[src/playfair_digraph_cipher_defines.svh]
// Assertion macros for the digraph cipher block.
// Included by the modules that carry concurrent checks; no other dependencies.
`ifndef PLAYFAIR_DIGRAPH_CIPHER_DEFINES_SVH
`define PLAYFAIR_DIGRAPH_CIPHER_DEFINES_SVH

`ifndef SYNTHESIS

`define PF_ASSERT(label, clk, rst, prop, msg) \
  label: assert property (@(posedge clk) disable iff (rst) prop) else $error(msg);

`define PF_ASSERT_NEVER(label, clk, rst, cond, msg) \
  label: assert property (@(posedge clk) disable iff (rst) !(cond)) else $error(msg);

`else

`define PF_ASSERT(label, clk, rst, prop, msg)

`define PF_ASSERT_NEVER(label, clk, rst, cond, msg)

`endif

`endif

[src/pf_pkg.sv]
// Shared types, constants and helper functions for the digraph cipher block.
// No dependencies; used by the front, back and top-level modules of the block.
`timescale 1ns / 1ps

package pf_pkg;

  localparam int LETTER_W    = 5;
  localparam int GRID        = 5;
  localparam int POS_W       = 3;
  localparam int CFG_INDEX_W = 3;
  localparam int CFG_DATA_W  = 45;
  localparam int SQ_LOW_W    = 45;
  localparam int SQ_MID_W    = 40;
  localparam int SQ_HIGH_W   = 40;

  localparam logic [LETTER_W-1:0] LETTER_I      = 5'd8;
  localparam logic [LETTER_W-1:0] LETTER_J      = 5'd9;
  localparam logic [LETTER_W-1:0] FILLER_RESET  = 5'd23;
  localparam logic [POS_W-1:0]    POS_FIRST     = 3'd0;
  localparam logic [POS_W-1:0]    POS_LAST      = 3'd4;

  localparam logic [CFG_INDEX_W-1:0] CFG_SQ_LOW  = 3'd0;
  localparam logic [CFG_INDEX_W-1:0] CFG_SQ_MID  = 3'd1;
  localparam logic [CFG_INDEX_W-1:0] CFG_SQ_HIGH = 3'd2;
  localparam logic [CFG_INDEX_W-1:0] CFG_MODE    = 3'd3;
  localparam logic [CFG_INDEX_W-1:0] CFG_FILLER  = 3'd4;
  localparam logic [CFG_INDEX_W-1:0] CFG_DROP    = 3'd5;

  typedef logic [GRID-1:0][GRID-1:0][LETTER_W-1:0] square_t;

  typedef struct packed {
    square_t             square;
    logic                decrypt;
    logic [LETTER_W-1:0] fill;
    logic                drop;
  } cfg_t;

  typedef struct packed {
    logic [LETTER_W-1:0] a;
    logic [LETTER_W-1:0] b;
    logic                last;
  } pair_t;

  typedef struct packed {
    logic [LETTER_W-1:0] letter;
    logic                valid;
    logic                last;
    logic                bad;
  } result_t;

  function automatic logic [LETTER_W-1:0] fold_j(input logic [LETTER_W-1:0] c);
    return (c == LETTER_J) ? LETTER_I : c;
  endfunction

  function automatic logic [POS_W-1:0] step_pos(input logic [POS_W-1:0] pos,
                                                input logic decrypt);
    logic [POS_W-1:0] r;
    if (decrypt) begin
      r = (pos == POS_FIRST) ? POS_LAST : pos - 3'd1;
    end else begin
      r = (pos == POS_LAST) ? POS_FIRST : pos + 3'd1;
    end
    return r;
  endfunction

endpackage

[src/pf_queue.sv]
// Small register FIFO used between the front and back units and at the output.
// No package dependencies.
`timescale 1ns / 1ps

module pf_queue #(
  parameter int WIDTH = 8,
  parameter int DEPTH = 4
) (
  input  logic             clk,
  input  logic             rst,
  input  logic             wr_valid,
  input  logic [WIDTH-1:0] wr_data,
  output logic             full,
  input  logic             rd_pop,
  output logic [WIDTH-1:0] rd_data,
  output logic             empty
);

  localparam int PW = (DEPTH > 1) ? $clog2(DEPTH) : 1;
  localparam int CW = $clog2(DEPTH + 1);

  logic [WIDTH-1:0] mem [DEPTH];
  logic [PW-1:0]    wr_ptr;
  logic [PW-1:0]    rd_ptr;
  logic [CW-1:0]    count;
  logic             do_wr;
  logic             do_rd;

  assign full    = (count == CW'(DEPTH));
  assign empty   = (count == '0);
  assign do_wr   = wr_valid && !full;
  assign do_rd   = rd_pop && !empty;
  assign rd_data = mem[rd_ptr];

  always_ff @(posedge clk) begin
    if (do_wr) begin
      mem[wr_ptr] <= wr_data;
    end
  end

  always_ff @(posedge clk) begin
    if (rst) begin
      wr_ptr <= '0;
      rd_ptr <= '0;
      count  <= '0;
    end else begin
      if (do_wr) begin
        wr_ptr <= (wr_ptr == PW'(DEPTH - 1)) ? '0 : wr_ptr + 1'b1;
      end
      if (do_rd) begin
        rd_ptr <= (rd_ptr == PW'(DEPTH - 1)) ? '0 : rd_ptr + 1'b1;
      end
      if (do_wr && !do_rd) begin
        count <= count + 1'b1;
      end else if (do_rd && !do_wr) begin
        count <= count - 1'b1;
      end
    end
  end

endmodule

[src/pf_front.sv]
// Front unit: folds letters, holds the open letter and forms digraph requests.
// Depends on pf_pkg; feeds the digraph queue.
`timescale 1ns / 1ps

module pf_front (
  input  logic                          clk,
  input  logic                          rst,
  input  logic                          push,
  output logic                          full,
  input  logic [pf_pkg::LETTER_W-1:0]   letter_code,
  input  logic                          end_of_text,
  input  pf_pkg::cfg_t                  cfg,
  output logic                          q_push,
  output pf_pkg::pair_t                 q_data,
  input  logic                          q_full
);

  logic [pf_pkg::LETTER_W-1:0] held_letter;
  logic [pf_pkg::LETTER_W-1:0] held_letter_next;
  logic                        held_valid;
  logic                        held_valid_next;
  logic                        pend_valid;
  pf_pkg::pair_t               pend;
  pf_pkg::pair_t               first;
  pf_pkg::pair_t               pad;
  logic                        first_v;
  logic                        pad_v;
  logic [pf_pkg::LETTER_W-1:0] letter;
  logic                        accept;

  assign letter = pf_pkg::fold_j(letter_code);
  assign full   = rst || pend_valid || q_full;
  assign accept = push && !full;

  always_comb begin
    first_v          = 1'b0;
    pad_v            = 1'b0;
    first            = '0;
    pad              = '0;
    held_letter_next = held_letter;
    held_valid_next  = held_valid;
    if (held_valid) begin
      first_v = 1'b1;
      if (!cfg.decrypt && held_letter == letter) begin
        first.a          = held_letter;
        first.b          = cfg.fill;
        held_letter_next = letter;
        held_valid_next  = 1'b1;
      end else begin
        first.a         = held_letter;
        first.b         = letter;
        held_valid_next = 1'b0;
      end
    end else begin
      held_letter_next = letter;
      held_valid_next  = 1'b1;
    end
    if (end_of_text && held_valid_next) begin
      pad_v           = 1'b1;
      pad.a           = held_letter_next;
      pad.b           = cfg.fill;
      pad.last        = 1'b1;
      held_valid_next = 1'b0;
    end
    first.last = end_of_text && !pad_v;
    if (end_of_text) begin
      held_letter_next = '0;
    end
  end

  assign q_push = pend_valid || (accept && (first_v || pad_v));
  assign q_data = pend_valid ? pend : (first_v ? first : pad);

  always_ff @(posedge clk) begin
    if (accept && first_v && pad_v) begin
      pend <= pad;
    end
  end

  always_ff @(posedge clk) begin
    if (rst) begin
      held_letter <= '0;
      held_valid  <= 1'b0;
      pend_valid  <= 1'b0;
    end else begin
      if (accept) begin
        held_letter <= held_letter_next;
        held_valid  <= held_valid_next;
      end
      if (pend_valid && !q_full) begin
        pend_valid <= 1'b0;
      end else if (accept && first_v && pad_v) begin
        pend_valid <= 1'b1;
      end
    end
  end

endmodule

[src/pf_back.sv]
// Back unit: locates both letters in the key square, substitutes, emits letters.
// Depends on pf_pkg and the assertion macro header.
`timescale 1ns / 1ps
`include "playfair_digraph_cipher_defines.svh"

module pf_back (
  input  logic             clk,
  input  logic             rst,
  input  pf_pkg::cfg_t     cfg,
  input  logic             q_empty,
  input  pf_pkg::pair_t    q_data,
  output logic             q_pop,
  output logic             out_push,
  output pf_pkg::result_t  out_data,
  input  logic             out_full
);

  // lookup stage
  logic                     s1_valid;
  pf_pkg::pair_t            s1_pair;
  logic                     s1_fa;
  logic                     s1_fb;
  logic [pf_pkg::POS_W-1:0] s1_ra;
  logic [pf_pkg::POS_W-1:0] s1_ca;
  logic [pf_pkg::POS_W-1:0] s1_rb;
  logic [pf_pkg::POS_W-1:0] s1_cb;

  // emit stage
  logic                        s2_valid;
  logic                        s2_phase;
  logic [pf_pkg::LETTER_W-1:0] s2_res0;
  logic [pf_pkg::LETTER_W-1:0] s2_res1;
  logic                        s2_bad;
  logic                        s2_last;
  logic                        s2_drop0;
  logic                        s2_drop1;

  logic                     fa;
  logic                     fb;
  logic [pf_pkg::POS_W-1:0] ra;
  logic [pf_pkg::POS_W-1:0] ca;
  logic [pf_pkg::POS_W-1:0] rb;
  logic [pf_pkg::POS_W-1:0] cb;

  logic [pf_pkg::POS_W-1:0]    ora;
  logic [pf_pkg::POS_W-1:0]    oca;
  logic [pf_pkg::POS_W-1:0]    orb;
  logic [pf_pkg::POS_W-1:0]    ocb;
  logic [pf_pkg::LETTER_W-1:0] res0;
  logic [pf_pkg::LETTER_W-1:0] res1;
  logic                        found;
  logic                        drop_on;

  logic s2_step;
  logic s2_done;
  logic s2_free;
  logic s1_move;
  logic s1_free;
  logic cur_drop;
  logic cur_last;

  always_comb begin
    fa = 1'b0;
    fb = 1'b0;
    ra = '0;
    ca = '0;
    rb = '0;
    cb = '0;
    for (int r = pf_pkg::GRID - 1; r >= 0; r--) begin
      for (int c = pf_pkg::GRID - 1; c >= 0; c--) begin
        if (cfg.square[r][c] == q_data.a) begin
          fa = 1'b1;
          ra = pf_pkg::POS_W'(r);
          ca = pf_pkg::POS_W'(c);
        end
        if (cfg.square[r][c] == q_data.b) begin
          fb = 1'b1;
          rb = pf_pkg::POS_W'(r);
          cb = pf_pkg::POS_W'(c);
        end
      end
    end
  end

  always_comb begin
    found = s1_fa && s1_fb;
    ora   = s1_ra;
    oca   = s1_cb;
    orb   = s1_rb;
    ocb   = s1_ca;
    if (s1_ca == s1_cb) begin
      ora = pf_pkg::step_pos(s1_ra, cfg.decrypt);
      oca = s1_ca;
      orb = pf_pkg::step_pos(s1_rb, cfg.decrypt);
      ocb = s1_cb;
    end else if (s1_ra == s1_rb) begin
      ora = s1_ra;
      oca = pf_pkg::step_pos(s1_ca, cfg.decrypt);
      orb = s1_rb;
      ocb = pf_pkg::step_pos(s1_cb, cfg.decrypt);
    end
    res0 = found ? cfg.square[ora][oca] : s1_pair.a;
    res1 = found ? cfg.square[orb][ocb] : s1_pair.b;
  end

  assign drop_on = cfg.decrypt && cfg.drop;

  assign cur_drop = s2_phase ? s2_drop1 : s2_drop0;
  assign cur_last = s2_phase && s2_last;
  assign s2_step  = s2_valid && !out_full;
  assign s2_done  = s2_step && s2_phase;
  assign s2_free  = !s2_valid || s2_done;
  assign s1_move  = s1_valid && s2_free;
  assign s1_free  = !s1_valid || s1_move;
  assign q_pop    = !q_empty && s1_free;

  assign out_push        = s2_step && !(cur_drop && !cur_last);
  assign out_data.letter = s2_phase ? s2_res1 : s2_res0;
  assign out_data.valid  = !cur_drop;
  assign out_data.last   = cur_last;
  assign out_data.bad    = s2_bad;

  always_ff @(posedge clk) begin
    if (q_pop) begin
      s1_pair <= q_data;
      s1_fa   <= fa;
      s1_fb   <= fb;
      s1_ra   <= ra;
      s1_ca   <= ca;
      s1_rb   <= rb;
      s1_cb   <= cb;
    end
    if (s1_move) begin
      s2_res0  <= res0;
      s2_res1  <= res1;
      s2_bad   <= !found;
      s2_last  <= s1_pair.last;
      s2_drop0 <= drop_on && (res0 == cfg.fill);
      s2_drop1 <= drop_on && (res1 == cfg.fill);
    end
  end

  always_ff @(posedge clk) begin
    if (rst) begin
      s1_valid <= 1'b0;
      s2_valid <= 1'b0;
      s2_phase <= 1'b0;
    end else begin
      if (q_pop) begin
        s1_valid <= 1'b1;
      end else if (s1_move) begin
        s1_valid <= 1'b0;
      end
      if (s1_move) begin
        s2_valid <= 1'b1;
        s2_phase <= 1'b0;
      end else if (s2_done) begin
        s2_valid <= 1'b0;
        s2_phase <= 1'b0;
      end else if (s2_step) begin
        s2_phase <= 1'b1;
      end
    end
  end

  `PF_ASSERT(a_s1_hold, clk, rst, s1_valid && !s2_free |=> s1_valid && $stable(s1_pair), "lookup stage overwritten while stalled")
  `PF_ASSERT(a_last_kept, clk, rst, s2_step && s2_phase && s2_last |-> out_push, "final letter of a message not emitted")
  `PF_ASSERT_NEVER(a_phase_idle, clk, rst, s2_phase && !s2_valid, "second letter phase without a digraph")

endmodule

[src/playfair_digraph_cipher.sv]
// Top level of the digraph cipher: configuration registers, front, queues, back.
// Depends on pf_pkg, pf_queue, pf_front and pf_back.
//
//   channel   direction  handshake           payload
//   letters   in         push / full         letter_code, end_of_text
//   results   out        pop / empty         out_letter, letter_valid, out_last, bad_letter
//   config    in         cfg_we              cfg_index, cfg_data
//
// One letter is accepted per cycle while the digraph queue has room; a letter that
// closes a doubled pair and ends the message queues two digraphs, and the front unit
// takes no letter until the second leaves its pending register. The back unit emits
// each digraph as two result letters, one letter per cycle while the output queue has
// room; the result side sets the rate. Full is held high during reset. Either side may stall freely.
`timescale 1ns / 1ps

module playfair_digraph_cipher #(
  parameter int PAIR_DEPTH = 4,
  parameter int OUT_DEPTH  = 4
) (
  input  logic                              clk,
  input  logic                              rst,
  input  logic                              push,
  output logic                              full,
  input  logic [pf_pkg::LETTER_W-1:0]       letter_code,
  input  logic                              end_of_text,
  output logic                              empty,
  input  logic                              pop,
  output logic [pf_pkg::LETTER_W-1:0]       out_letter,
  output logic                              letter_valid,
  output logic                              out_last,
  output logic                              bad_letter,
  input  logic                              cfg_we,
  input  logic [pf_pkg::CFG_INDEX_W-1:0]    cfg_index,
  input  logic [pf_pkg::CFG_DATA_W-1:0]     cfg_data
);

  logic [pf_pkg::SQ_LOW_W-1:0]  sq_low;
  logic [pf_pkg::SQ_MID_W-1:0]  sq_mid;
  logic [pf_pkg::SQ_HIGH_W-1:0] sq_high;
  logic                         cipher_mode;
  logic [pf_pkg::LETTER_W-1:0]  filler_letter;
  logic                         drop_filler;
  pf_pkg::cfg_t                 cfg;

  logic            pq_push;
  pf_pkg::pair_t   pq_wdata;
  logic            pq_full;
  logic            pq_pop;
  pf_pkg::pair_t   pq_rdata;
  logic            pq_empty;
  logic            oq_push;
  pf_pkg::result_t oq_wdata;
  logic            oq_full;
  pf_pkg::result_t oq_rdata;

  always_ff @(posedge clk) begin
    if (rst) begin
      sq_low        <= '0;
      sq_mid        <= '0;
      sq_high       <= '0;
      cipher_mode   <= 1'b0;
      filler_letter <= pf_pkg::FILLER_RESET;
      drop_filler   <= 1'b0;
    end else if (cfg_we) begin
      unique case (cfg_index)
        pf_pkg::CFG_SQ_LOW:  sq_low        <= cfg_data[pf_pkg::SQ_LOW_W-1:0];
        pf_pkg::CFG_SQ_MID:  sq_mid        <= cfg_data[pf_pkg::SQ_MID_W-1:0];
        pf_pkg::CFG_SQ_HIGH: sq_high       <= cfg_data[pf_pkg::SQ_HIGH_W-1:0];
        pf_pkg::CFG_MODE:    cipher_mode   <= cfg_data[0];
        pf_pkg::CFG_FILLER:  filler_letter <= cfg_data[pf_pkg::LETTER_W-1:0];
        pf_pkg::CFG_DROP:    drop_filler   <= cfg_data[0];
        default: ;
      endcase
    end
  end

  assign cfg.square  = pf_pkg::square_t'({sq_high, sq_mid, sq_low});
  assign cfg.decrypt = cipher_mode;
  assign cfg.fill    = pf_pkg::fold_j(filler_letter);
  assign cfg.drop    = drop_filler;

  pf_front u_front (
    .clk         (clk),
    .rst         (rst),
    .push        (push),
    .full        (full),
    .letter_code (letter_code),
    .end_of_text (end_of_text),
    .cfg         (cfg),
    .q_push      (pq_push),
    .q_data      (pq_wdata),
    .q_full      (pq_full)
  );

  pf_queue #(
    .WIDTH ($bits(pf_pkg::pair_t)),
    .DEPTH (PAIR_DEPTH)
  ) u_pair_q (
    .clk      (clk),
    .rst      (rst),
    .wr_valid (pq_push),
    .wr_data  (pq_wdata),
    .full     (pq_full),
    .rd_pop   (pq_pop),
    .rd_data  (pq_rdata),
    .empty    (pq_empty)
  );

  pf_back u_back (
    .clk      (clk),
    .rst      (rst),
    .cfg      (cfg),
    .q_empty  (pq_empty),
    .q_data   (pq_rdata),
    .q_pop    (pq_pop),
    .out_push (oq_push),
    .out_data (oq_wdata),
    .out_full (oq_full)
  );

  pf_queue #(
    .WIDTH ($bits(pf_pkg::result_t)),
    .DEPTH (OUT_DEPTH)
  ) u_out_q (
    .clk      (clk),
    .rst      (rst),
    .wr_valid (oq_push),
    .wr_data  (oq_wdata),
    .full     (oq_full),
    .rd_pop   (pop),
    .rd_data  (oq_rdata),
    .empty    (empty)
  );

  assign out_letter   = oq_rdata.letter;
  assign letter_valid = oq_rdata.valid;
  assign out_last     = oq_rdata.last;
  assign bad_letter   = oq_rdata.bad;

endmodule

[config.mk]
export PLATFORM = sky130hd
export DESIGN_NAME = playfair_digraph_cipher
export DESIGN_NICKNAME = d
export VERILOG_FILES = /design/src/pf_pkg.sv /design/src/pf_queue.sv /design/src/pf_front.sv /design/src/pf_back.sv /design/src/playfair_digraph_cipher.sv
export VERILOG_INCLUDE_DIRS = /design/src /design/src/src
export SDC_FILE = /design/constraint.sdc
export NUM_CORES = 1
export LEC_CHECK = 0
export ABC_AREA = 1
export BUFFER_PORTS_ARGS = -buffer_cell sky130_fd_sc_hd__buf_2
export CAP_MARGIN = 10
export CELL_PAD_IN_SITES_DETAIL_PLACEMENT = 1
export CELL_PAD_IN_SITES_GLOBAL_PLACEMENT = 1
export CORE_MARGIN = 2
export CORE_UTILIZATION = 45
export CTS_BUF_LIST = sky130_fd_sc_hd__clkbuf_2 sky130_fd_sc_hd__clkbuf_4 sky130_fd_sc_hd__clkbuf_8
export CTS_CLUSTER_SIZE = 28
export DETAILED_ROUTE_END_ITERATION = 16
export PLACE_DENSITY = 0.88
export SETUP_SLACK_MARGIN = 0.4
export SLEW_MARGIN = 20
export SYNTH_ARGS = -nofsm -noshare
export SYNTH_HDL_FRONTEND = slang
export SYNTH_SLANG_ARGS = --single-unit
[constraint.sdc]
create_clock -name clk -period 3.8 [get_ports clk]
set_input_delay 0.76 -clock clk [delete_from_list [all_inputs] [get_ports clk]]
set_output_delay 0.76 -clock clk [all_outputs]
set_load 0.01 [all_outputs]
==> results.toml <==
[timing]
setup_ws_ns = 0.405
max_freq_mhz = 295
hold_ws_ns = 0.394
hold_violations = 0
worst_pin_slew_ns = 1.10
fin_skew_ns = 0.0334
slew-limit-headroom_pct = 26.4
setup_viol = 0
period_needed_ns = 3.40
post-route-period-util_pct = 89.4
rsz0062_at_grt = "false"
slew_violations = 0
tns_ns = 0

[finish]
regArea_sq_um = 6990
n_fill_cell = 5020
drive_above_1_share_pct = 13.0
area_growth_pct = 14.2
multiInputGateArea_sq_um = 9490
layout.nets = 2640

[worst_setup_path]
cp-endpoint = "u_back.s1_cb[2]"
setup.worst_path.end_class = "flip-flop"
critPathSlowestCell = "o21ai_0"
required_ns = 4.19
max_stage_delay_ns = 0.57
rr_worst_depth = 14
worstReg2RegEnd = "u_back.s1_cb[2]"
cp.arrival_ns = 3.79
cp-start-kind = "flip-flop"
rrSetupSlack_ns = 0.40
path_cells = "buf_8, nand2_1, nand3_1, nand2_2, buf_12, nand2_1, nand4_1, o21ai_0, or3b_1, o21ai_1, a21oi_1, nor3_1, o21ai_0, a21oi_1"
path_class = "flip-flop to flip-flop"
cp_max_fo = 22

[placement]
port_buffers = 68
place_congestion = 1.07
place_ws_ns = 0.345
dp_hpwl_mm = 60.9

[yosys]
synth_area_sq_um = 18100
synth.most_common_cell = "nand2_1"
ys_types = 59
synth_nets = 2545
synth_edf_count = 126
netlist_top_cells_area = "edfxtp_1 21%, dfxtp_1 18%, nand2_1 9.8%, o21ai_0 8.4%, xor2_1 7.4%"
synth_top_cell_by_area = "edfxtp_1"
ys_warn_count = 0
ys_ff_latch = 286
synthFlopType = "dfxtp_1"
synth.avg_cell_area_sq_um = 7.36
synth_common_cells = "470 x nand2_1, 303 x o21ai_0, 266 x inv_1, 225 x a21oi_1, 209 x nor2_1"
synth-async-reset-ratio_pct = 0
synth_cells = 2456
synth_top_area_share_pct = 20.9
yosysSeqAreaShare_pct = 38.7

[floorplanning]
io_pins = 69
dieHeight_um = 204
core_sq_um = 39600
die_w_um = 204
dieArea_sq_um = 41800
start_util_pct = 45.6
rows = 73

[cts]
cts_buffer_depth = 3
clk_pin_slew_ns = 0.06
cts_tree = "yes"
clock-sinks = 286
cts_buffers = 50
clk_root_buffer_cell = "clkbuf_8"
htreeDepth = 2
clk_latency_ns = 0.65

[detailed_routing]
drt_iter0_drc = 2124
viasPerCell = 6.08
via_count = 19000
routedWlPerCell_um = 26.2
first_pass_iters = 6
wl_mm = 81.7
antenna_left = 0
drcViolationCount = 0

[grt]
grt.total_usage_pct = 38.0
grt_pass1_wl_mm = 118
grt_start_max_net_pins = 145
antenna_found_initial = 1
overflow = 0
grt_pass1_vias = 18700

[pwr]
p_leak_nw = 8.29
total_power_mw = 20.4
clkPwrFrac_pct = 14.7
internal-power_mw = 9.74
power.density_nw_per_um2 = 989
combPwrFrac_pct = 64.7
ir_drop_mv = 0.452
switching_share_pct = 52.2
p_sw_mw = 10.7
seq_power_share_pct = 20.6

[run_status]
status = "finished clean"

[job]
max-cap-violations = 0

[hold_path]
hold_path.class = "input pin to flip-flop"
-- placed cells by master, fill, tap and decap left out, drive strengths merged, types with 9 or more instances in the layout --
cell type	netlist	layout
nor3	35	35
o211ai	47	47
nand4	29	29
a31oi	18	18
clkinv	3	19
or2	14	14
o22ai	16	16
and2	14	14
inv	278	277
clkbuf	56	73
xor2	154	154
nand2	483	483
a21oi	225	225
o21ai	325	325
nand3	117	117
nor2	209	209
nor4	9	9
dfxtp	160	160
edfxtp	126	126
ha	28	28
buf	62	156
-- cell type report --
cell class | count | share of cell area (%)
timing repair inverter | 1 | 0.0364
clock buffer | 71 | 4.31
sequential | 286 | 33.9
multi-input combinational | 1771 | 46.0
timing repair buffer | 160 | 6.61
antenna | 2 | 0.0243
clock inverter | 21 | 0.710
inverter | 281 | 5.25
tap | 525 | 3.18
-- power groups by stage --
stage	logic [mW]	clock network, mW	registers, mW
after CTS	12.0	3.00	4.18
after global placement	11.2	0	4.21
after detailed placement	11.6	0	4.24
final	13.2	2.99	4.20
after floorplan	7.72	0	4.10
after global routing	14.1	3.13	4.24
-- how the worst min path moves through the flow --
stage	end	cells after the start	slack, ns	start
2_1_floorplan	u_back.s2_last	0	0.40	u_back.s1_pair[0]
3_3_place_gp	u_back.s2_last	0	0.41	u_back.s1_pair[0]
3_5_place_dp	u_back.s2_last	0	0.41	u_back.s1_pair[0]
4_1_cts	sq_low[43]	3	0.37	cfg_data[43]
5_1_grt	sq_high[9]	3	0.41	cfg_data[9]
6_report	sq_low[43]	3	0.39	cfg_data[43]
-- per-stage QoR --
| stage | cells | area (sq um) | util [%] |
|---|---|---|---|
| final | 3118 | 20600 | 52.0 |
| after global routing | 3116 | 20600 | 52.0 |
| after CTS | 3093 | 20200 | 51.0 |
| after detailed placement | 2998 | 19100 | 48.1 |
| after global placement | 2998 | 19100 | 48.1 |
| after floorplan | 2456 | 18100 | - |
-- logic make-up (layout without fill, tap and decap cells) --
family,Yosys count,in the layout,synth area share [%]
other,0,2,0
AOI/OAI and AO/OA,662,662,20.1
xor gates and xnor gates,160,160,7.80
and+or+nand+nor,913,913,21.4
adders and majority gates,30,30,2.16
DFF,286,286,38.7
buffers and inverters,399,534,9.54
muxes,6,6,0.367
-- registers in the layout, summed over array words and instances, names as in the netlist, 5 cells and up, named ones only --
register and cells:
filler_letter 5, sq_high 40, sq_low 45, sq_mid 40, u_back.s1_pair 11, u_back.s2_res0 5
u_back.s2_res1 5, u_front.held_letter 5, u_front.pend 11, u_out_q.mem 32, u_pair_q.mem 44
-- worst max-delay path: cells and delay by family (launching register included) --
| family | cells | cell delay [ns] |
|---|---|---|
| AND/OR/NAND/NOR | 7 | 0.98 |
| flip-flops | 1 | 0.41 |
| buffers and inverters | 2 | 0.45 |
| AO/OA/AOI/OAI | 5 | 1.28 |
-- per-layer routing --
layer  global-route usage [%]  wire length [um]
met1                     51.7             33400
met2                     59.3             36400
met3                     8.23              8420
met4                     14.1              3430
met5                        0                 9
-- timing repair --
action,in CTS,in global routing
pin swaps,2,9
gates cloned,3,3
gates resized for setup,3,53
hold buffers,0,0
setup buffers,0,20
endpoints found under the setup margin,1,20
(Power assumes the default switching activity.)
